**src/hw/rtl/lcgrd_pkg.sv**
```systemverilog
// shared types for the lcg64 random range draw block
package lcgrd_pkg;

    // seed register write as seen by the generator state
    typedef struct packed {
        logic        load;
        logic [63:0] value;
    } t_seed_load;

endpackage

```
**src/hw/rtl/lcgrd_mul.sv**
```systemverilog
// shared 32x32 multiplier with registered product
module lcgrd_mul (
    input  logic        i_clk,
    input  logic [31:0] i_a,
    input  logic [31:0] i_b,
    output logic [63:0] o_prod
);

    logic [63:0] r_prod;

    // one product per cycle, available the cycle after the operands
    always_ff @(posedge i_clk) begin
        r_prod <= {32'h0, i_a} * {32'h0, i_b};
    end

    assign o_prod = r_prod;

endmodule

```
**src/hw/rtl/lcgrd_apb.sv**
```systemverilog
// register port holding the start seed
module lcgrd_apb (
    input  logic                  i_clk,
    input  logic                  i_rst_n,
    input  logic                  psel,
    input  logic                  penable,
    input  logic                  pwrite,
    input  logic [3:0]            paddr,
    input  logic [63:0]           pwdata,
    output logic [63:0]           prdata,
    output logic                  pready,
    output lcgrd_pkg::t_seed_load o_seed
);
    import lcgrd_pkg::*;

    localparam logic REG_SEED = 1'b0;

    logic [63:0] r_seed;
    logic        w_wr;

    // write strobe for the seed register
    assign w_wr = psel & penable & pwrite & (paddr[3] == REG_SEED);

    always_ff @(posedge i_clk) begin
        if (!i_rst_n) begin
            r_seed <= 64'h0;
        end else if (w_wr) begin
            r_seed <= pwdata;
        end
    end

    // read back
    assign prdata       = (paddr[3] == REG_SEED) ? r_seed : 64'h0;
    assign pready       = 1'b1;
    assign o_seed.load  = w_wr;
    assign o_seed.value = pwdata;

endmodule

```
**src/hw/rtl/lcg64_random_range_draw_top.sv**
```systemverilog
// lcg64 random range draw: sequencer and datapath around one shared multiplier
//
// Usage: each word accepted on the s_axis side triggers one draw of a 64-bit
// linear congruential generator and returns one word on the m_axis side.
// s_axis_tuser carries the mode (0 fraction, 1 integer in range, 2 chance
// test); s_axis_tdata carries the range bounds and the chance ratio.
// m_axis_tdata returns the tempered 32-bit fraction, the range value, the
// hit flag and the new generator state.
// Sequence: the single 32x32 multiplier makes three passes for the 64-bit
// state product, the state updates in S_SUM, then S_OUT in mode 0 (and 3).
// Mode 2 adds one pass for the chance product and a compare; mode 1 adds one
// pass for the scaling product, then the division by 2^32-1 done as
// fold-and-correct steps on one adder chain. A zero interval or an inverted
// range finishes after the state update, as in mode 0.
// s_axis_tready is high only while the sequencer is idle.
// The result sits in an output register; a new word is accepted while it
// waits, and a finished result holds until m_axis_tready frees the register.
// Reset clears the seed and the generator state to zero; writing the seed
// over the register port reloads the state. Write it only while idle.
module lcg64_random_range_draw_top (
    input  logic         i_clk,
    input  logic         i_rst_n,
    // s_axis_tdata: range_low[32:0], range_high[65:33],
    //               event_frequency[96:66], event_interval[127:97]
    input  logic         s_axis_tvalid,
    output logic         s_axis_tready,
    input  logic [127:0] s_axis_tdata,
    // s_axis_tuser: func[1:0]
    input  logic [1:0]   s_axis_tuser,
    // m_axis_tdata: fraction_bits[31:0], range_value[64:32], chance_hit[65],
    //               state_now[129:66], zero pad[135:130]
    output logic         m_axis_tvalid,
    input  logic         m_axis_tready,
    output logic [135:0] m_axis_tdata,
    input  logic         psel,
    input  logic         penable,
    input  logic         pwrite,
    input  logic [3:0]   paddr,
    input  logic [63:0]  pwdata,
    output logic [63:0]  prdata,
    output logic         pready
);
    import lcgrd_pkg::*;

    localparam logic [63:0] LCG_MULT = 64'd6364136223846793005;
    localparam logic [31:0] FRAC_MAX = 32'hFFFF_FFFF;
    localparam int          TEMPER_SHIFT = 22;

    localparam logic [1:0] FUNC_RANGE  = 2'd1;
    localparam logic [1:0] FUNC_CHANCE = 2'd2;

    localparam logic [3:0] S_IDLE = 4'd0;
    localparam logic [3:0] S_MLL  = 4'd1;
    localparam logic [3:0] S_MLH  = 4'd2;
    localparam logic [3:0] S_MHL  = 4'd3;
    localparam logic [3:0] S_SUM  = 4'd4;
    localparam logic [3:0] S_MX   = 4'd5;
    localparam logic [3:0] S_DV0  = 4'd6;
    localparam logic [3:0] S_DV1  = 4'd7;
    localparam logic [3:0] S_DV2  = 4'd8;
    localparam logic [3:0] S_DV3  = 4'd9;
    localparam logic [3:0] S_DV4  = 4'd10;
    localparam logic [3:0] S_CMP  = 4'd11;
    localparam logic [3:0] S_OUT  = 4'd12;

    t_seed_load  w_seed;

    logic [3:0]   r_fsm;
    logic [3:0]   n_fsm;
    logic [1:0]   r_func;
    logic [32:0]  r_lo;
    logic [33:0]  r_span;
    logic         r_inv;
    logic [30:0]  r_freq;
    logic [30:0]  r_intv;
    logic [63:0]  r_state;
    logic [63:0]  n_state;
    logic [63:0]  r_acc;
    logic [65:0]  r_p;
    logic [33:0]  r_q;
    logic [34:0]  r_r;
    logic [32:0]  r_rv;
    logic         r_hit;
    logic         r_m_valid;
    logic [135:0] r_m_data;

    logic [31:0]  w_mul_a;
    logic [31:0]  w_mul_b;
    logic [63:0]  w_prod;
    logic [31:0]  w_x;
    logic [32:0]  w_lb;
    logic [32:0]  w_hb;
    logic [32:0]  w_extra;
    logic [33:0]  w_qinc;
    logic [33:0]  w_qcl;
    logic [63:0]  w_fd;
    logic         w_accept;
    logic         w_out_free;

    lcgrd_apb u_apb (
        .i_clk   (i_clk),
        .i_rst_n (i_rst_n),
        .psel    (psel),
        .penable (penable),
        .pwrite  (pwrite),
        .paddr   (paddr),
        .pwdata  (pwdata),
        .prdata  (prdata),
        .pready  (pready),
        .o_seed  (w_seed)
    );

    lcgrd_mul u_mul (
        .i_clk  (i_clk),
        .i_a    (w_mul_a),
        .i_b    (w_mul_b),
        .o_prod (w_prod)
    );

    // tempered output of the current state
    assign w_x = r_state[31:0] ^ r_state[TEMPER_SHIFT +: 32];

    // offset binary bounds order like the signed values
    assign w_lb = {~s_axis_tdata[32], s_axis_tdata[31:0]};
    assign w_hb = {~s_axis_tdata[65], s_axis_tdata[64:33]};

    assign w_accept   = s_axis_tvalid & s_axis_tready;
    assign w_out_free = ~r_m_valid | m_axis_tready;

    // multiplier operand select per step
    always_comb begin
        case (r_fsm)
            S_MLL: begin
                w_mul_a = r_state[31:0];
                w_mul_b = LCG_MULT[31:0];
            end
            S_MLH: begin
                w_mul_a = r_state[31:0];
                w_mul_b = LCG_MULT[63:32];
            end
            S_MHL: begin
                w_mul_a = r_state[63:32];
                w_mul_b = LCG_MULT[31:0];
            end
            S_MX: begin
                w_mul_a = w_x;
                w_mul_b = (r_func == FUNC_RANGE) ? r_span[31:0] : {1'b0, r_intv};
            end
            default: begin
                w_mul_a = 32'h0;
                w_mul_b = 32'h0;
            end
        endcase
    end

    // low 64 bits of state times multiplier, plus the increment
    assign n_state = r_acc + {w_prod[31:0], 32'h0} + 64'd1;

    // upper span bits scale x by 0, 1 or 2 above bit 32
    assign w_extra = r_span[33] ? {w_x, 1'b0} : (r_span[32] ? {1'b0, w_x} : 33'h0);

    // final correction of the quotient and clamp to span minus one
    assign w_qinc = r_q + {33'h0, (r_r[32:0] >= {1'b0, FRAC_MAX})};
    assign w_qcl  = (w_qinc >= r_span) ? (r_span - 34'd1) : w_qinc;

    // frequency times 2^32-1
    assign w_fd = {1'b0, r_freq, 32'h0} - {33'h0, r_freq};

    // sequencer
    always_comb begin
        n_fsm = r_fsm;
        case (r_fsm)
            S_IDLE: if (w_accept) n_fsm = S_MLL;
            S_MLL:  n_fsm = S_MLH;
            S_MLH:  n_fsm = S_MHL;
            S_MHL:  n_fsm = S_SUM;
            S_SUM: begin
                if (r_func == FUNC_RANGE && !r_inv) begin
                    n_fsm = S_MX;
                end else if (r_func == FUNC_CHANCE && r_intv != 31'h0) begin
                    n_fsm = S_MX;
                end else begin
                    n_fsm = S_OUT;
                end
            end
            S_MX:   n_fsm = (r_func == FUNC_RANGE) ? S_DV0 : S_CMP;
            S_DV0:  n_fsm = S_DV1;
            S_DV1:  n_fsm = S_DV2;
            S_DV2:  n_fsm = S_DV3;
            S_DV3:  n_fsm = S_DV4;
            S_DV4:  n_fsm = S_OUT;
            S_CMP:  n_fsm = S_OUT;
            S_OUT:  if (w_out_free) n_fsm = S_IDLE;
            default: n_fsm = S_IDLE;
        endcase
    end

    // control registers
    always_ff @(posedge i_clk) begin
        if (!i_rst_n) begin
            r_fsm     <= S_IDLE;
            r_m_valid <= 1'b0;
            r_state   <= 64'h0;
        end else begin
            r_fsm <= n_fsm;
            if (r_fsm == S_OUT && w_out_free) begin
                r_m_valid <= 1'b1;
            end else if (m_axis_tready) begin
                r_m_valid <= 1'b0;
            end
            if (w_seed.load) begin
                r_state <= w_seed.value;
            end else if (r_fsm == S_SUM) begin
                r_state <= n_state;
            end
        end
    end

    // datapath registers
    always_ff @(posedge i_clk) begin
        case (r_fsm)
            S_IDLE: begin
                if (w_accept) begin
                    r_func <= s_axis_tuser;
                    r_lo   <= s_axis_tdata[32:0];
                    r_inv  <= (w_hb < w_lb);
                    r_span <= {1'b0, w_hb} - {1'b0, w_lb} + 34'd1;
                    r_freq <= s_axis_tdata[96:66];
                    r_intv <= s_axis_tdata[127:97];
                    r_rv   <= 33'h0;
                    r_hit  <= 1'b0;
                end
            end
            S_MLH: r_acc <= w_prod;
            S_MHL: r_acc[63:32] <= r_acc[63:32] + w_prod[31:0];
            S_SUM: begin
                if (r_func == FUNC_RANGE && r_inv) begin
                    r_rv <= r_lo;
                end
                if (r_func == FUNC_CHANCE && r_intv == 31'h0) begin
                    r_hit <= (r_freq != 31'h0);
                end
            end
            // full scaled product x * span
            S_DV0: r_p <= {2'b00, w_prod} + {w_extra, 32'h0};
            // fold: P = q1*(2^32-1) + (low + q1)
            S_DV1: begin
                r_q <= r_p[65:32];
                r_r <= {3'b000, r_p[31:0]} + {1'b0, r_p[65:32]};
            end
            // second fold of the remainder
            S_DV2: begin
                r_q <= r_q + {31'h0, r_r[34:32]};
                r_r <= {2'b00, {1'b0, r_r[31:0]} + {30'h0, r_r[34:32]}};
            end
            S_DV3: r_q <= w_qcl;
            S_DV4: r_rv <= r_lo + r_q[32:0];
            S_CMP: r_hit <= (w_prod < w_fd);
            S_OUT: begin
                if (w_out_free) begin
                    r_m_data <= {6'h0, r_state, r_hit, r_rv, w_x};
                end
            end
            default: begin
            end
        endcase
    end

    assign s_axis_tready = (r_fsm == S_IDLE);
    assign m_axis_tvalid = r_m_valid;
    assign m_axis_tdata  = r_m_data;

endmodule

```
**config.mk**
```make
export PLATFORM = sky130hd
export DESIGN_NAME = lcg64_random_range_draw_top
export DESIGN_NICKNAME = d
export VERILOG_FILES = /design/src/hw/rtl/lcgrd_pkg.sv /design/src/hw/rtl/lcgrd_mul.sv /design/src/hw/rtl/lcgrd_apb.sv /design/src/hw/rtl/lcg64_random_range_draw_top.sv
export SDC_FILE = /design/constraint.sdc
export NUM_CORES = 2
export LEC_CHECK = 0
export BUFFER_PORTS_ARGS = -buffer_cell sky130_fd_sc_hd__buf_2
export CELL_PAD_IN_SITES_DETAIL_PLACEMENT = 0
export CELL_PAD_IN_SITES_GLOBAL_PLACEMENT = 1
export CORE_ASPECT_RATIO = 1.25
export CORE_UTILIZATION = 50
export DETAILED_ROUTE_END_ITERATION = 12
export PLACE_DENSITY = 0.86
export RECOVER_POWER = 25
export SLEW_MARGIN = 20
export SYNTH_ARGS = -nofsm -noshare
export SYNTH_HDL_FRONTEND = slang
export SYNTH_SLANG_ARGS = --single-unit
```
**constraint.sdc**
```tcl
create_clock -name i_clk -period 14.5 [get_ports i_clk]
set_input_delay 3.625 -clock i_clk [delete_from_list [all_inputs] [get_ports i_clk]]
set_output_delay 3.625 -clock i_clk [all_outputs]
set_load 0.02 [all_outputs]
```
# ---- Word level (Yosys, flattened, before mapping)
# Index checks and enable logic that the tools add are counted.
dict set report totals {
  regBits 692
  in_bits 205
}
dict set report classes {
  add_sub_neg 13
  multipliers 1
  order_cmp 4
  n_eq_ne 18
  mux 26
  bitwise_logic 10
  reduce_logical 25
}
# cell count
set op_table {}
lappend op_table {{2-to-1 mux 64 bit} 3}
lappend op_table {{one-hot mux 32 bit (3 select lines)} 2}
lappend op_table {{one-hot mux 34 bit (3 select lines)} 1}
lappend op_table {{2-to-1 mux 33 bit} 3}
lappend op_table {{one-hot mux 33 bit (3 select lines)} 1}
lappend op_table {{one-hot mux 35 bit (2 select lines)} 1}
lappend op_table {{adder 64 x 65 -> 66 bit} 1}
lappend op_table {{adder 64 x 1 -> 64 bit (second input constant)} 1}
lappend op_table {{adder 64 bit} 1}
lappend op_table {{< comparator 64 bit} 1}
lappend op_table {{multiplier 32 x 32 -> 64 bit} 1}
lappend op_table {{2-to-1 mux 32 bit} 2}
lappend op_table {{one-hot mux 32 bit (2 select lines)} 1}
lappend op_table {{subtractor 63 x 31 -> 64 bit} 1}
lappend op_table {{nonzero test 31 bit} 2}
lappend op_table {{one-hot mux 4 bit (12 select lines)} 1}
lappend op_table {{adder 32 x 34 -> 35 bit} 1}
lappend op_table {{adder 34 x 1 -> 34 bit} 1}
lappend op_table {{adder 34 x 1 -> 34 bit (second input constant)} 1}
lappend op_table {{adder 34 x 3 -> 34 bit} 1}
lappend op_table {{greater-or-equal comparator 34 bit} 1}
lappend op_table {{2-to-1 mux 34 bit} 1}
lappend op_table {{subtractor 33 x 33 -> 34 bit} 1}
lappend op_table {{subtractor 34 x 1 -> 34 bit (second input constant)} 1}
lappend op_table {{other kinds (29)} 66}

# ---- Longest topological paths before layout
dict set report logic_depth {
  ltp_word 5
  depth_mapped 38
}

# ---- Hierarchy
# From an unflattened synthesis, not the netlist that was laid out.
dict set report unflattened {
  hier_cells 7959
  hier_area_um2 75655.1
}
# module n_inst cells_each area_per_inst_um2 seq_area_each_um2
set by_module_without_submodules {}
lappend by_module_without_submodules {lcg64_random_range_draw_top 1 3765 37389.6 16245.6}
lappend by_module_without_submodules {lcgrd_mul 1 3777 34773.4 1281.2}
lappend by_module_without_submodules {lcgrd_apb 1 417 3492.1 1281.2}

# ---- Worst setup path before layout
# OpenSTA, ideal clock, no wires.
dict set report synth_path {
  path_type {input to register}
  from {input port m_axis_tready}
  to {register r_m_data[0], in the netlist m_axis_tdata[0] (enable)}
  setup_time_ns 0.779
  t_arrival_ns 12.445
  setup_slack_ns 1.276
  stages 2
  n_path_buf 0
  cell_sequence {nor2b_1 nor3_1}
}
dict set report synth_between {
  elab_chain_len 2
}
# item line_no
set synth_rtl {}
lappend synth_rtl {{start: declaration} lcg64_random_range_draw_top.sv:33} ;# input logic m_axis_tready,
lappend synth_rtl {{bitwise OR 1 bit} lcg64_random_range_draw_top.sv:128} ;# assign w_out_free = ~r_m_valid | m_axis_tready;
lappend synth_rtl {{AND reduction 2 bit (no line)} --}
lappend synth_rtl {{end signal: assignment} lcg64_random_range_draw_top.sv:261} ;# r_m_data <= {6'h0, r_state, r_hit, r_rv, w_x};
lappend synth_rtl {{end: declaration} lcg64_random_range_draw_top.sv:85} ;# logic [135:0] r_m_data;
# No other way between the ends.
# A chain may end at the register's enable or synchronous reset.

# ---- Final worst setup path
dict set report layout_path {
  from {register r_fsm[0]}
  to {register u_mul.r_prod[63], in the netlist u_mul.o_prod[63]}
}
dict set report layout_between {
  elab_chain_len 4
  word_cells_on_any_way 9
  cone_classes {mul: 1; eq/ne: 4; mux: 2; reduce/logical: 2}
}
# item line_no
set layout_rtl {}
lappend layout_rtl {{start: declaration} lcg64_random_range_draw_top.sv:68} ;# logic [3:0] r_fsm;
lappend layout_rtl {{start signal: assignment} lcg64_random_range_draw_top.sv:205} ;# r_fsm <= n_fsm;
lappend layout_rtl {{== test 4 x 2 -> 1 bit or == test 4 x 1 -> 1 bit (tied branches)} lcg64_random_range_draw_top.sv:132} ;# case (r_fsm)
lappend layout_rtl {{OR reduction 2 bit (no line)} --}
lappend layout_rtl {{one-hot mux 32 bit (3 select lines)} lcg64_random_range_draw_top.sv:132}
lappend layout_rtl {{multiplier 32 x 32 -> 64 bit *} lcgrd_mul.sv:13} ;# r_prod <= {32'h0, i_a} * {32'h0, i_b};
lappend layout_rtl {{end signal: assignment} lcgrd_mul.sv:13}
lappend layout_rtl {{end: declaration} lcgrd_mul.sv:9} ;# logic [63:0] r_prod;
# Every way passes the cells marked *; elsewhere a longest branch is shown, timed or not.

==> results.md <==
* Yosys top cell area share at 0.250
* Fmax at 89.4 MHz
* Largest net degree at the start of global routing at 86
* Worst min-delay path endpoint: m_axis_tdata[58]$_DFFE_PP_
* Critical path peak fanout at 32
* Slowest stage delay, CP at 900 ps
* WL final at 264,000 um
* Hold Vio Cnt, Final at 0
* Status: finished, violations left
* Maximum vdd drop at 105 uV
* Reg2reg end: u_mul.o_prod[63]$_DFF_P_
* Top_reg_cell synth: edfxtp_1
* Min cycle time layout at 11,180 ps
* Hold path startpoint: r_rv[26]$_DFFE_PP_
* ANT nets after route at 0
* HP Class: reg2reg
* Clock H-tree levels at 3
* Root Driver: clkbuf_16
* I/O pin cnt at 408
* Util after Layout at 0.548
* FF-to-FF setup slack at 3320 ps
* RD Place Congestion at 1.08
* Footprint of the multi-input gates at 0.0495 mm2
* Port bufs at 397
* Synth area leaders: fa_1, edfxtp_1, ha_1
* Detailed-router iteration count before antenna repair at 7
* Post-Syn Instances at 7,924
* CORE AREA at 0.146 mm2
* Fillers at 13,300
* Sequential cell area at 0.0188 mm2
* Max_slew headroom at -1.45
* EDFF count, synth at 495
* Vias at 60,100
* Fin Clk Skew at 37.1 ps
* Sequential area share after synthesis at 0.256
* Gr usage total at 0.352
* Setup CP Type: reg2reg
* FF+latch count, synth at 692
* Wirelength per Cell at 26.0 um
* Nets@finish at 9,856
* RR Startpoint: r_fsm[0]$_SDFFE_PN0P_
* Fraction of registers with async set/reset at 0
* Syn Area/Cell at 9.28 um2
* Vias per cell at 5.93
* Initial DRC Count at 5,214
* CTS buffer count at 68
* Worst-margin pin slew at 3680 ps
* Synth area leader: fa_1
* Clk_lat worst skew at 680 ps
* Pwr Density at 120 mW/mm2
* Startpoint types: flip-flop
* Setup bufs post-CTS at 0
* Initial antenna violation count at 13
* Die Span Y at 431 um
* Commonest cells after routing, fill and taps aside: inv_1, nand2_1, fa_1
* Yosys warning total at 0
* Die extent in x at 345 um
* CTS tree: done
* Post-CTS Hold Fix Bufs at 0
* Static Leak at 36.4 nW
* Row Count at 157
* Synth Cell Area at 0.0736 mm2
* Clock-pin slew on the worst setup and hold paths at 70 ps
* Starting density of the core at 0.503
* Hold WS at 411 ps
* Synthesis-to-layout area growth at 8.86%
* Sink Count at 692
* Cell mode on critical path: fa_1
* Detailed placement HPWL at 209,000 um
* Worst EP required at 15,100 ps
* Grt ovf at 0
* PostCTS Resize Cnt at 0
* Layout cell share with drive strength beyond 1 at 0.0844
* Final setup TNS at 0 ps
* # setup viols final at 0
* Hold path depth at 0
* R2r worst-path depth at 33
* Max Cap Viol at 9
* Clock buffer depth at 3
* Final period utilization at 0.771
* Crit-path slowest cell: a2111oi_1
* First-pass GRT wire length at 384,000 um
* Arr. time, crit path at 11,780 ps
* Vias in the first global route at 60,900
* Failing checks: max-capacitance violations, max-slew violations
* Dpl cell area at 0.0777 mm2
* Drt drc at 0
* Die area at 0.149 mm2
* RSZ-0062 raised after global routing: no
* Most common cell after layout, fill and taps aside: inv_1
* Netlist cell types at 89
* Fin. max-slew vios at 410
* Worst setup EP type: flip-flop
* Final instance area at 0.0801 mm2
worst max-delay path: cells and delay by family, from the launching register on:
kind / cells / cell delay [ps]
fa+ha+maj: 9 / 4220
flops: 1 / 660
compound gates: 6 / 2640
buf+inv: 8 / 770
simple gates: 9 / 2600
xor+xnor: 1 / 150
cell families (layout without fill, tap and decap cells):
| kind of cell | Yosys count | after routing | synth area share |
|---|---|---|---|
| buffers and inverters | 1440 | 1732 | 0.0739 |
| AND/OR/NAND/NOR | 2498 | 2498 | 0.148 |
| flip-flops | 692 | 692 | 0.256 |
| AO/OA/AOI/OAI | 1307 | 1307 | 0.115 |
| adder cells (fa/ha/maj) | 1483 | 1483 | 0.346 |
| other | 2 | 20 | 0.000102 |
| XOR/XNOR | 425 | 425 | 0.0506 |
| multiplexers | 77 | 77 | 0.0105 |
registers in the layout (all words and copies together) (netlist names):
register and cells:
m_axis_tdata 130, m_axis_tvalid 1, r_acc 64, r_freq 31, r_fsm 4, r_func 2, r_hit 1, r_intv 31
r_inv 1, r_lo 33, r_p 66, r_q 34, r_r 35, r_rv 33, r_span 34, r_state 64
u_apb.r_seed 64, u_mul.o_prod 64
area by class of cell:
type	count	share of cell area
antenna	12	0.000375
clock buffer	81	0.0233
clock inverter	43	0.00655
inverter	1068	0.0501
multi-input combinational	5798	0.618
sequential	692	0.235
tap	1908	0.0298
timing repair buffer	540	0.0373
metrics by stage:
stage / instances / power, mW / worst slack [ps]
4_1_cts: 10100 / 9.48 / 3350
3_5_place_dp: 10000 / 7.53 / 3380
2_1_floorplan: 7930 / 5.68 / 1280
5_1_grt: 10100 / 9.97 / 2870
6_report: 10100 / 9.57 / 3320
3_3_place_gp: 10000 / 7.47 / 3450
worst max-delay path by stage:
stage	startpoint	to	slack (ps)	cells past startpoint
final	r_fsm[0]$_SDFFE_PN0P_	u_mul.o_prod[63]$_DFF_P_	3320	33
after global routing	r_fsm[0]$_SDFFE_PN0P_	u_mul.o_prod[63]$_DFF_P_	2870	33
after CTS	r_fsm[0]$_SDFFE_PN0P_	u_mul.o_prod[63]$_DFF_P_	3350	33
after detailed placement	r_fsm[0]$_SDFFE_PN0P_	u_mul.o_prod[63]$_DFF_P_	3380	33
after global placement	r_fsm[0]$_SDFFE_PN0P_	u_mul.o_prod[63]$_DFF_P_	3450	32
after floorplan	m_axis_tready	m_axis_tdata[0]$_DFFE_PP_	1280	2
power by group:
group / switching (mW) / total [mW] / internal, mW
combinational: 3.15 / 4.62 / 1.47
clock: 0.832 / 1.94 / 1.11
sequential: 0.467 / 3.01 / 2.54
routing by layer:
metal / track usage / wire length, um / up-vias
met2: 0.593 / 125000 / 2849
li1: - / - / 26500
met3: 0.0742 / 22900 / 872
met1: 0.396 / 93000 / 29900
met4: 0.256 / 22200 / 6
met5: 0 / 40 / -
Yosys cell counts, types with 26 or more instances:
cell,number
o21ai_1,78
nor3_1,74
or3_1,26
edfxtp_1,495
nand3_1,120
inv_1,1067
xor2_1,188
mux2i_1,76
a22o_1,38
nand2b_1,51
nor2b_1,111
a31oi_1,43
a21boi_0,104
dfxtp_1,197
xnor2_1,237
nor2_1,881
o21ai_0,214
nand4_1,83
fa_1,918
and3_1,45
clkbuf_1,346
ha_1,565
o211ai_1,62
nand2_1,963
a22oi_1,69
o21a_1,32
o21bai_1,43
nor4_1,26
a21o_1,171
o31ai_1,26
a21oi_1,304
and2_1,46
Note: power is estimated with default switching activity, not from simulation.
